`src/rtl/mccs_pkg.sv`:
```
package mccs_pkg;

  localparam int unsigned NumCtrl = 8;
  localparam int unsigned SlotW   = 3;

  localparam logic [7:0] PktStatus = 8'd9;
  localparam logic [16:0] DutyOne  = 17'd100000;
  localparam logic [19:0] CurrentLimitRst = 20'd30000;
  localparam logic [16:0] DutyLimitRst    = 17'd100000;

  typedef enum logic [2:0] {
    FUNC_RX        = 3'd0,
    FUNC_CURRENT   = 3'd1,
    FUNC_CUR_PCT   = 3'd2,
    FUNC_BRAKE     = 3'd3,
    FUNC_DUTY      = 3'd4,
    FUNC_DUTY_PCT  = 3'd5,
    FUNC_RPM       = 3'd6,
    FUNC_READ      = 3'd7
  } func_e;

  typedef enum logic [1:0] {
    PKT_DUTY    = 2'd0,
    PKT_CURRENT = 2'd1,
    PKT_BRAKE   = 2'd2,
    PKT_RPM     = 2'd3
  } pkt_e;

  typedef enum logic {
    REG_CURRENT_LIMIT = 1'b0,
    REG_DUTY_LIMIT    = 1'b1
  } reg_idx_e;

  typedef enum logic [2:0] {
    OP_RX    = 3'd0,
    OP_READ  = 3'd1,
    OP_CLAMP = 3'd2,
    OP_FRAC  = 3'd3,
    OP_PASS  = 3'd4
  } op_e;

  // classified item as handed from front to back
  typedef struct packed {
    op_e                op;
    logic               ok;
    logic [SlotW-1:0]   slot;
    logic [7:0]         target;
    pkt_e               pkt;
    logic signed [31:0] value;
    logic signed [17:0] frac;
    logic [19:0]        lim;
    logic [63:0]        payload;
  } entry_t;

endpackage

```
`src/rtl/mccs_front.sv`:
```
module mccs_front (
  input  logic                  start_i,
  input  logic                  full_i,
  input  logic [2:0]            func_i,
  input  logic [28:0]           rx_frame_id_i,
  input  logic [63:0]           rx_payload_i,
  input  logic [7:0]            target_i,
  input  logic signed [31:0]    command_value_i,
  input  logic signed [17:0]    fraction_i,
  input  logic [19:0]           current_limit_i,
  input  logic [16:0]           duty_limit_i,
  output logic                  push_o,
  output mccs_pkg::entry_t      entry_o
);

  logic [7:0]  code_w;
  logic [7:0]  cid_w;
  logic [7:0]  id_w;
  logic [19:0] dlim_w;
  logic        id_ok_w;

  assign code_w = rx_frame_id_i[15:8];
  assign cid_w  = rx_frame_id_i[7:0];
  assign push_o = start_i && !full_i;

  always_comb begin
    dlim_w = (duty_limit_i > mccs_pkg::DutyOne) ? {3'b0, mccs_pkg::DutyOne}
                                               : {3'b0, duty_limit_i};
  end

  assign id_w    = (mccs_pkg::func_e'(func_i) == mccs_pkg::FUNC_RX) ? cid_w : target_i;
  assign id_ok_w = (id_w >= 8'd1) && (id_w <= 8'(mccs_pkg::NumCtrl));

  always_comb begin
    entry_o.ok      = id_ok_w;
    entry_o.slot    = mccs_pkg::SlotW'(id_w - 8'd1);
    entry_o.target  = target_i;
    entry_o.value   = command_value_i;
    entry_o.frac    = fraction_i;
    entry_o.payload = rx_payload_i;
    entry_o.lim     = current_limit_i;
    entry_o.pkt     = mccs_pkg::PKT_RPM;
    entry_o.op      = mccs_pkg::OP_PASS;
    unique case (mccs_pkg::func_e'(func_i))
      mccs_pkg::FUNC_RX: begin
        entry_o.op = mccs_pkg::OP_RX;
        entry_o.ok = id_ok_w && (code_w == mccs_pkg::PktStatus);
      end
      mccs_pkg::FUNC_CURRENT: begin
        entry_o.op  = mccs_pkg::OP_CLAMP;
        entry_o.pkt = mccs_pkg::PKT_CURRENT;
      end
      mccs_pkg::FUNC_CUR_PCT: begin
        entry_o.op  = mccs_pkg::OP_FRAC;
        entry_o.pkt = mccs_pkg::PKT_CURRENT;
      end
      mccs_pkg::FUNC_BRAKE: begin
        entry_o.op  = mccs_pkg::OP_CLAMP;
        entry_o.pkt = mccs_pkg::PKT_BRAKE;
      end
      mccs_pkg::FUNC_DUTY: begin
        entry_o.op  = mccs_pkg::OP_CLAMP;
        entry_o.pkt = mccs_pkg::PKT_DUTY;
        entry_o.lim = dlim_w;
      end
      mccs_pkg::FUNC_DUTY_PCT: begin
        entry_o.op  = mccs_pkg::OP_FRAC;
        entry_o.pkt = mccs_pkg::PKT_DUTY;
        entry_o.lim = dlim_w;
      end
      mccs_pkg::FUNC_RPM: begin
        entry_o.op  = mccs_pkg::OP_PASS;
        entry_o.pkt = mccs_pkg::PKT_RPM;
      end
      mccs_pkg::FUNC_READ: begin
        entry_o.op = mccs_pkg::OP_READ;
      end
      default: begin
        entry_o.op = mccs_pkg::OP_PASS;
      end
    endcase
  end

endmodule

```
`src/rtl/mccs_fifo.sv`:
```
module mccs_fifo (
  input  logic             clk_i,
  input  logic             rst_ni,
  input  logic             push_i,
  input  mccs_pkg::entry_t data_i,
  input  logic             pop_i,
  output logic             full_o,
  output logic             valid_o,
  output mccs_pkg::entry_t data_o
);

  mccs_pkg::entry_t mem_q [2];
  logic       wr_ptr_q, wr_ptr_d;
  logic       rd_ptr_q, rd_ptr_d;
  logic [1:0] count_q, count_d;
  logic       do_push, do_pop;

  assign full_o  = (count_q == 2'd2);
  assign valid_o = (count_q != 2'd0);
  assign data_o  = mem_q[rd_ptr_q];
  assign do_push = push_i && !full_o;
  assign do_pop  = pop_i && valid_o;

  always_comb begin
    wr_ptr_d = do_push ? !wr_ptr_q : wr_ptr_q;
    rd_ptr_d = do_pop ? !rd_ptr_q : rd_ptr_q;
    count_d  = count_q + 2'(do_push) - 2'(do_pop);
  end

  always_ff @(posedge clk_i or negedge rst_ni) begin
    if (!rst_ni) begin
      wr_ptr_q <= 1'b0;
      rd_ptr_q <= 1'b0;
      count_q  <= 2'd0;
    end else begin
      wr_ptr_q <= wr_ptr_d;
      rd_ptr_q <= rd_ptr_d;
      count_q  <= count_d;
    end
  end

  always_ff @(posedge clk_i) begin
    if (do_push) begin
      mem_q[wr_ptr_q] <= data_i;
    end
  end

endmodule

```
`src/rtl/mccs_back.sv`:
```
module mccs_back (
  input  logic                clk_i,
  input  logic                rst_ni,
  input  logic                valid_i,
  input  mccs_pkg::entry_t    entry_i,
  output logic                pop_o,
  output logic                done_o,
  output logic                accepted_o,
  output logic [2:0]          slot_o,
  output logic [9:0]          tx_id_o,
  output logic [3:0]          tx_len_o,
  output logic [31:0]         tx_payload_o,
  output logic signed [31:0]  rpm_o,
  output logic signed [15:0]  current_tenths_o,
  output logic signed [15:0]  duty_thousandths_o
);

  // stage A: fraction times limit
  logic               a_vld_q;
  mccs_pkg::entry_t   a_ent_q;
  logic signed [38:0] a_prod_q;
  logic signed [38:0] prod_w;

  logic [63:0] table_q [mccs_pkg::NumCtrl];

  logic signed [38:0] rnd_w;
  logic signed [38:0] fq_w;
  logic signed [39:0] v_w;
  logic signed [39:0] lim_w;
  logic signed [39:0] clamped_w;
  logic [63:0]        status_w;

  logic        accepted_d;
  logic [2:0]  slot_d;
  logic [9:0]  tx_id_d;
  logic [3:0]  tx_len_d;
  logic [31:0] tx_payload_d;
  logic [63:0] stat_d;

  assign pop_o  = valid_i;
  assign prod_w = entry_i.frac * $signed({1'b0, entry_i.lim});

  always_ff @(posedge clk_i or negedge rst_ni) begin
    if (!rst_ni) begin
      a_vld_q <= 1'b0;
    end else begin
      a_vld_q <= valid_i;
    end
  end

  always_ff @(posedge clk_i) begin
    if (valid_i) begin
      a_ent_q  <= entry_i;
      a_prod_q <= prod_w;
    end
  end

  // truncate toward zero: bias negatives before the shift
  always_comb begin
    rnd_w = a_prod_q + (a_prod_q[38] ? 39'sd65535 : 39'sd0);
    fq_w  = rnd_w >>> 16;
    lim_w = $signed({20'b0, a_ent_q.lim});
    if (a_ent_q.op == mccs_pkg::OP_FRAC) begin
      v_w = {fq_w[38], fq_w};
    end else begin
      v_w = {{8{a_ent_q.value[31]}}, a_ent_q.value};
    end
    priority if (a_ent_q.op == mccs_pkg::OP_PASS) begin
      clamped_w = v_w;
    end else if (v_w > lim_w) begin
      clamped_w = lim_w;
    end else if (v_w < -lim_w) begin
      clamped_w = -lim_w;
    end else begin
      clamped_w = v_w;
    end
  end

  assign status_w = (a_ent_q.op == mccs_pkg::OP_RX) ? a_ent_q.payload
                                                   : table_q[a_ent_q.slot];

  always_comb begin
    accepted_d   = a_ent_q.ok;
    slot_d       = 3'd0;
    tx_id_d      = 10'd0;
    tx_len_d     = 4'd0;
    tx_payload_d = 32'd0;
    stat_d       = 64'd0;
    if (a_ent_q.ok) begin
      slot_d = a_ent_q.slot;
      unique case (a_ent_q.op)
        mccs_pkg::OP_RX, mccs_pkg::OP_READ: begin
          stat_d = status_w;
        end
        mccs_pkg::OP_CLAMP, mccs_pkg::OP_FRAC, mccs_pkg::OP_PASS: begin
          tx_id_d      = {a_ent_q.pkt, a_ent_q.target};
          tx_len_d     = 4'd4;
          tx_payload_d = clamped_w[31:0];
        end
        default: begin
          stat_d = 64'd0;
        end
      endcase
    end
  end

  always_ff @(posedge clk_i or negedge rst_ni) begin
    if (!rst_ni) begin
      for (int i = 0; i < mccs_pkg::NumCtrl; i++) begin
        table_q[i] <= 64'd0;
      end
    end else if (a_vld_q && a_ent_q.ok && (a_ent_q.op == mccs_pkg::OP_RX)) begin
      table_q[a_ent_q.slot] <= a_ent_q.payload;
    end
  end

  always_ff @(posedge clk_i or negedge rst_ni) begin
    if (!rst_ni) begin
      done_o <= 1'b0;
    end else begin
      done_o <= a_vld_q;
    end
  end

  always_ff @(posedge clk_i) begin
    if (a_vld_q) begin
      accepted_o         <= accepted_d;
      slot_o             <= slot_d;
      tx_id_o            <= tx_id_d;
      tx_len_o           <= tx_len_d;
      tx_payload_o       <= tx_payload_d;
      rpm_o              <= $signed(stat_d[63:32]);
      current_tenths_o   <= $signed(stat_d[31:16]);
      duty_thousandths_o <= $signed(stat_d[15:0]);
    end
  end

endmodule

```
`src/rtl/motor_ctrl_can_command_status_unit.sv`:
```
// Motor-controller CAN command/status codec. An item is taken when start_i is
// high and busy_o is low; its result appears with done_o after the pipeline
// (classify into a two-entry queue, multiply stage, clamp/table stage),
// and a new item may be started every cycle. The result side has no stall, so
// the queue drains one item per cycle and busy_o only rises if it fills.
// The eight-slot status table is cleared by reset. Limits must be written via
// cfg_we_i/cfg_idx_i/cfg_wdata_i only while no item is in flight (unenforced).
module motor_ctrl_can_command_status_unit (
  input  logic               clk_i,
  input  logic               rst_ni,
  input  logic               start_i,
  output logic               busy_o,
  input  logic [2:0]         func_i,
  input  logic [28:0]        rx_frame_id_i,
  input  logic [63:0]        rx_payload_i,
  input  logic [7:0]         target_i,
  input  logic signed [31:0] command_value_i,
  input  logic signed [17:0] fraction_i,
  input  logic               cfg_we_i,
  input  logic               cfg_idx_i,
  input  logic [19:0]        cfg_wdata_i,
  output logic               done_o,
  output logic               accepted_o,
  output logic [2:0]         slot_o,
  output logic [9:0]         tx_id_o,
  output logic [3:0]         tx_len_o,
  output logic [31:0]        tx_payload_o,
  output logic signed [31:0] rpm_o,
  output logic signed [15:0] current_tenths_o,
  output logic signed [15:0] duty_thousandths_o
);

  logic [19:0] current_limit_q;
  logic [16:0] duty_limit_q;

  logic             push_w, full_w, pop_w, fifo_vld_w;
  mccs_pkg::entry_t front_ent_w, fifo_ent_w;

  always_ff @(posedge clk_i or negedge rst_ni) begin
    if (!rst_ni) begin
      current_limit_q <= mccs_pkg::CurrentLimitRst;
      duty_limit_q    <= mccs_pkg::DutyLimitRst;
    end else if (cfg_we_i) begin
      unique case (mccs_pkg::reg_idx_e'(cfg_idx_i))
        mccs_pkg::REG_CURRENT_LIMIT: current_limit_q <= cfg_wdata_i;
        mccs_pkg::REG_DUTY_LIMIT:    duty_limit_q    <= cfg_wdata_i[16:0];
        default:                     current_limit_q <= current_limit_q;
      endcase
    end
  end

  assign busy_o = full_w;

  mccs_front u_front (
    .start_i         (start_i),
    .full_i          (full_w),
    .func_i          (func_i),
    .rx_frame_id_i   (rx_frame_id_i),
    .rx_payload_i    (rx_payload_i),
    .target_i        (target_i),
    .command_value_i (command_value_i),
    .fraction_i      (fraction_i),
    .current_limit_i (current_limit_q),
    .duty_limit_i    (duty_limit_q),
    .push_o          (push_w),
    .entry_o         (front_ent_w)
  );

  mccs_fifo u_fifo (
    .clk_i   (clk_i),
    .rst_ni  (rst_ni),
    .push_i  (push_w),
    .data_i  (front_ent_w),
    .pop_i   (pop_w),
    .full_o  (full_w),
    .valid_o (fifo_vld_w),
    .data_o  (fifo_ent_w)
  );

  mccs_back u_back (
    .clk_i              (clk_i),
    .rst_ni             (rst_ni),
    .valid_i            (fifo_vld_w),
    .entry_i            (fifo_ent_w),
    .pop_o              (pop_w),
    .done_o             (done_o),
    .accepted_o         (accepted_o),
    .slot_o             (slot_o),
    .tx_id_o            (tx_id_o),
    .tx_len_o           (tx_len_o),
    .tx_payload_o       (tx_payload_o),
    .rpm_o              (rpm_o),
    .current_tenths_o   (current_tenths_o),
    .duty_thousandths_o (duty_thousandths_o)
  );

  a_latency: assert property (@(posedge clk_i) disable iff (!rst_ni)
    (start_i && !busy_o) |-> ##3 done_o)
    else $error("item did not complete in three cycles");

  a_no_spurious: assert property (@(posedge clk_i) disable iff (!rst_ni)
    done_o |-> $past(start_i && !busy_o, 3))
    else $error("result without a started item");

  a_reject_zero: assert property (@(posedge clk_i) disable iff (!rst_ni)
    (done_o && !accepted_o) |-> (tx_len_o == 4'd0 && tx_id_o == 10'd0 &&
                                 rpm_o == 32'sd0 && slot_o == 3'd0))
    else $error("rejected item carries nonzero fields");

  a_cmd_no_status: assert property (@(posedge clk_i) disable iff (!rst_ni)
    (done_o && tx_len_o != 4'd0) |-> (rpm_o == 32'sd0 && current_tenths_o == 16'sd0 &&
                                      duty_thousandths_o == 16'sd0))
    else $error("command result carries status fields");

endmodule

```
`config.mk`:
```
export PLATFORM = sky130hd
export DESIGN_NAME = motor_ctrl_can_command_status_unit
export DESIGN_NICKNAME = d
export VERILOG_FILES = /design/src/rtl/mccs_pkg.sv /design/src/rtl/mccs_front.sv /design/src/rtl/mccs_fifo.sv /design/src/rtl/mccs_back.sv /design/src/rtl/motor_ctrl_can_command_status_unit.sv
export SDC_FILE = /design/constraint.sdc
export NUM_CORES = 2
export LEC_CHECK = 0
export BUFFER_PORTS_ARGS = -buffer_cell sky130_fd_sc_hd__buf_2
export CORE_UTILIZATION = 40
export CTS_CLUSTER_SIZE = 24
export DETAILED_ROUTE_END_ITERATION = 10
export GPL_TIMING_DRIVEN = 0
export PLACE_DENSITY = 0.59
export SYNTH_ARGS = -nofsm -noshare
export SYNTH_HDL_FRONTEND = slang
export SYNTH_SLANG_ARGS = --single-unit
```
`constraint.sdc`:
```
create_clock -name clk_i -period 20.2 [get_ports clk_i]
set_clock_uncertainty 0.1 [all_clocks]
set_input_delay 2.02 -clock clk_i [delete_from_list [all_inputs] [get_ports clk_i]]
set_output_delay 2.02 -clock clk_i [all_outputs]
set_load 0.005 [all_outputs]
```
==> impl_metrics.json <==
{
  "core_um2": 150000,
  "r2r_setup_slack_ns": 9.59,
  "vias_per_cell": 5.33,
  "setup_violations": 0,
  "synthDistinctLibCells": 91,
  "grt_pass1_vias": 38900,
  "nNetsFinal": 5635,
  "cp_slowest_stage_delay_ns": 1.15,
  "place.detailed.hpwl_mm": 120,
  "yosys.area.top_type": "edfxtp_1",
  "rsz0062_at_grt": "false",
  "tightestPinTransition_ns": 1.41,
  "cts_tree": "yes",
  "place_congestion": 0.918,
  "grt_first_pass_wirelength_mm": 250,
  "grt_max_degree": 124,
  "max_clock_freq_ghz": 0.0942,
  "synth-edff-count": 585,
  "wl_per_cell_um": 23.7,
  "antenna_left": 0,
  "finalCritPeriodShare_pct": 52.5,
  "cp-end-kind": "flip-flop",
  "cts_hold_buf": 0,
  "pin_count": 295,
  "synth_seq_area_share_pct": 52.0,
  "postCtsSetupRepairBufs": 0,
  "antenna_found_initial": 17,
  "placed_area_um2": 65000,
  "cts.sinks": 1140,
  "dieArea_um2": 153000,
  "layout-drive-gt1-share_pct": 27.1,
  "cp_common_cell": "fa_1",
  "htreeDepth": 4,
  "startpoint_type": "flip-flop",
  "synth.most_common_cell": "mux2_2",
  "relSlewSlack_pct": 5.90,
  "setup_tns_ns": 0,
  "hp-class": "flip-flop to flip-flop",
  "cts_root_buf": "clkbuf_16",
  "final_hold_viol_count": 0,
  "grt-ovfl-total": 0,
  "layout_min_cycle_time_ns": 10.61,
  "synth_top_area_share_pct": 29.0,
  "port_buffers": 276,
  "yosys-top-cells-count": "mux2_2 (728), edfxtp_1 (585), dfrtp_1 (542), inv_1 (441), nand2_1 (312)",
  "clock_latency_ns": 0.76,
  "netlist_area_um2": 60500,
  "numCtsBuffers": 131,
  "synthFlopType": "edfxtp_1",
  "synth_seq_cells": 1140,
  "crit_family": "adder cells",
  "firstDrtPassIters": 5,
  "area_growth_pct": 14.5,
  "synthCells": 4520,
  "ys_async_sr_fraction_pct": 48.7,
  "dieHeight_um": 391,
  "drt_iter0_drc": 2668,
  "avgSynthCellArea_um2": 13.4,
  "cpMaxStageDelayCell": "mux2i_1",
  "ctsResizeCount": 0,
  "start_util_pct": 40.3,
  "post-route-util_pct": 46.2,
  "worst-path-buf-inv": 6,
  "crit_fanout": 10,
  "detail_route.drc_violations": 0,
  "cts_buffer_depth": 3,
  "crit_type": "flip-flop to flip-flop",
  "status": "complete, no violations",
  "yosys-top-cells-area": "edfxtp_1 (29%), dfrtp_1 (22%), mux2_2 (14%), fa_1 (9.5%), ha_1 (4.4%)",
  "clk_pin_slew_ns": 0.05,
  "num_rows": 142,
  "slew_violations": 0,
  "dieWidth_um": 391,
  "ys.warnings.count": 0,
  "final_area_um2": 69300,
  "drv_cap": 0,
  "vias": 37700,
  "grt_use_total_pct": 22.2,
  "cp.arrival_ns": 10.99,
  "cp_data_required_time_ns": 20.57,
  "drt_wl_total_mm": 168
}
-- state kept, by name, summed over array words and instances, names as in the netlist, 17 cells and up --
| register | flops |
|---|---|
| u_fifo.mem_q | 302 |
| u_back.rpm_o | 32 |
| current_limit_q | 20 |
| u_back.tx_payload_o | 32 |
| u_back.a_prod_q | 39 |
| u_back.table_q | 512 |
| u_back.a_ent_q | 132 |
| duty_limit_q | 17 |
-- through the flow --
stage | hold slack [ns] | instances | setup slack, ns
after floorplan | 0.360 | 4522 | 11.07
after global placement | 0.372 | 6814 | 5.10
after detailed placement | 0.387 | 6835 | 9.60
after CTS | 0.401 | 7074 | 9.56
after global routing | 0.408 | 7076 | 9.17
final | 0.401 | 7079 | 9.59
-- worst reg2reg max path: cells and delay by family, from the launching register on --
kind | cells | cell delay [ns]
flip-flops | 1 | 0.52
buffers and inverters | 6 | 1.99
multiplexers | 1 | 1.15
XOR/XNOR | 1 | 0.15
AO/OA/AOI/OAI | 8 | 2.75
adder cells (fa/ha/maj) | 7 | 3.14
AND/OR/NAND/NOR | 2 | 0.54
-- area by class of cell --
cell class	count	area [um2]
diodes	4	10.0
clock inverters	53	571
well taps	2016	2520
plain buffers	208	822
repair buffers	298	1910
multi-input cells	2727	26600
flip-flops and latches	1140	31500
fillers	13700	80700
clock buffers	186	3730
inverters	447	1680
-- worst paths after layout --
path | cells after the start | to | startpoint
min in group asynchronous | 1 | u_fifo.count_q[1] | rst_ni
worst max-delay path | 25 | u_back.a_prod_q[38] | u_fifo.rd_ptr_q
worst max register to register | 25 | u_back.a_prod_q[38] | u_fifo.rd_ptr_q
worst min-delay path | 1 | u_back.table_q[417] | u_back.table_q[417]
max in group asynchronous | 4 | u_back.a_vld_q | rst_ni
worst min register to register | 1 | u_back.table_q[417] | u_back.table_q[417]
-- metal layers --
metal,part of all wire (%),vias to the layer above,GRT usage [%]
li1,-,16800,-
met1,42,19400,29.3
met2,48,1125,36.2
met3,5.9,324,4.13
met4,3.6,16,8.16
met5,0.067,-,0
-- cell usage in the layout, fill, tap and decap left out, types with 55 or more instances in the layout --
master     synthesis  final
a21oi_1           89     89
mux4_2            68     68
clkbuf_1         161    193
xnor2_1           55     55
nor2_1           302    301
a211oi_1          58     58
dfrtp_1          542    541
edfxtp_1         585    585
inv_1            441    441
ha_1             215    215
fa_1             288    288
buf_2              3    279
clkbuf_16          0    134
o21ai_0           65     65
mux2i_1           89     89
mux2_2           728    728
nand2_1          312    312
-- logic make-up (layout without fill, tap and decap cells) --
kind of cell             count (synthesis)  in the layout  share of synthesized area [%]
other                                    1              7                        0.00620
XOR/XNOR                                75             75                           1.09
flip-flops                            1140           1140                           52.0
buffers and inverters                  655           1192                           4.13
AO/OA/AOI/OAI                          437            437                           5.22
AND/OR/NAND/NOR                        823            823                           5.99
adder cells (fa/ha/maj)                503            503                           14.0
multiplexers                           886            886                           17.6
Power is left out: the tool's default activity adds up to more than one toggle a clock period on the data nets, which glitch-free logic cannot reach.
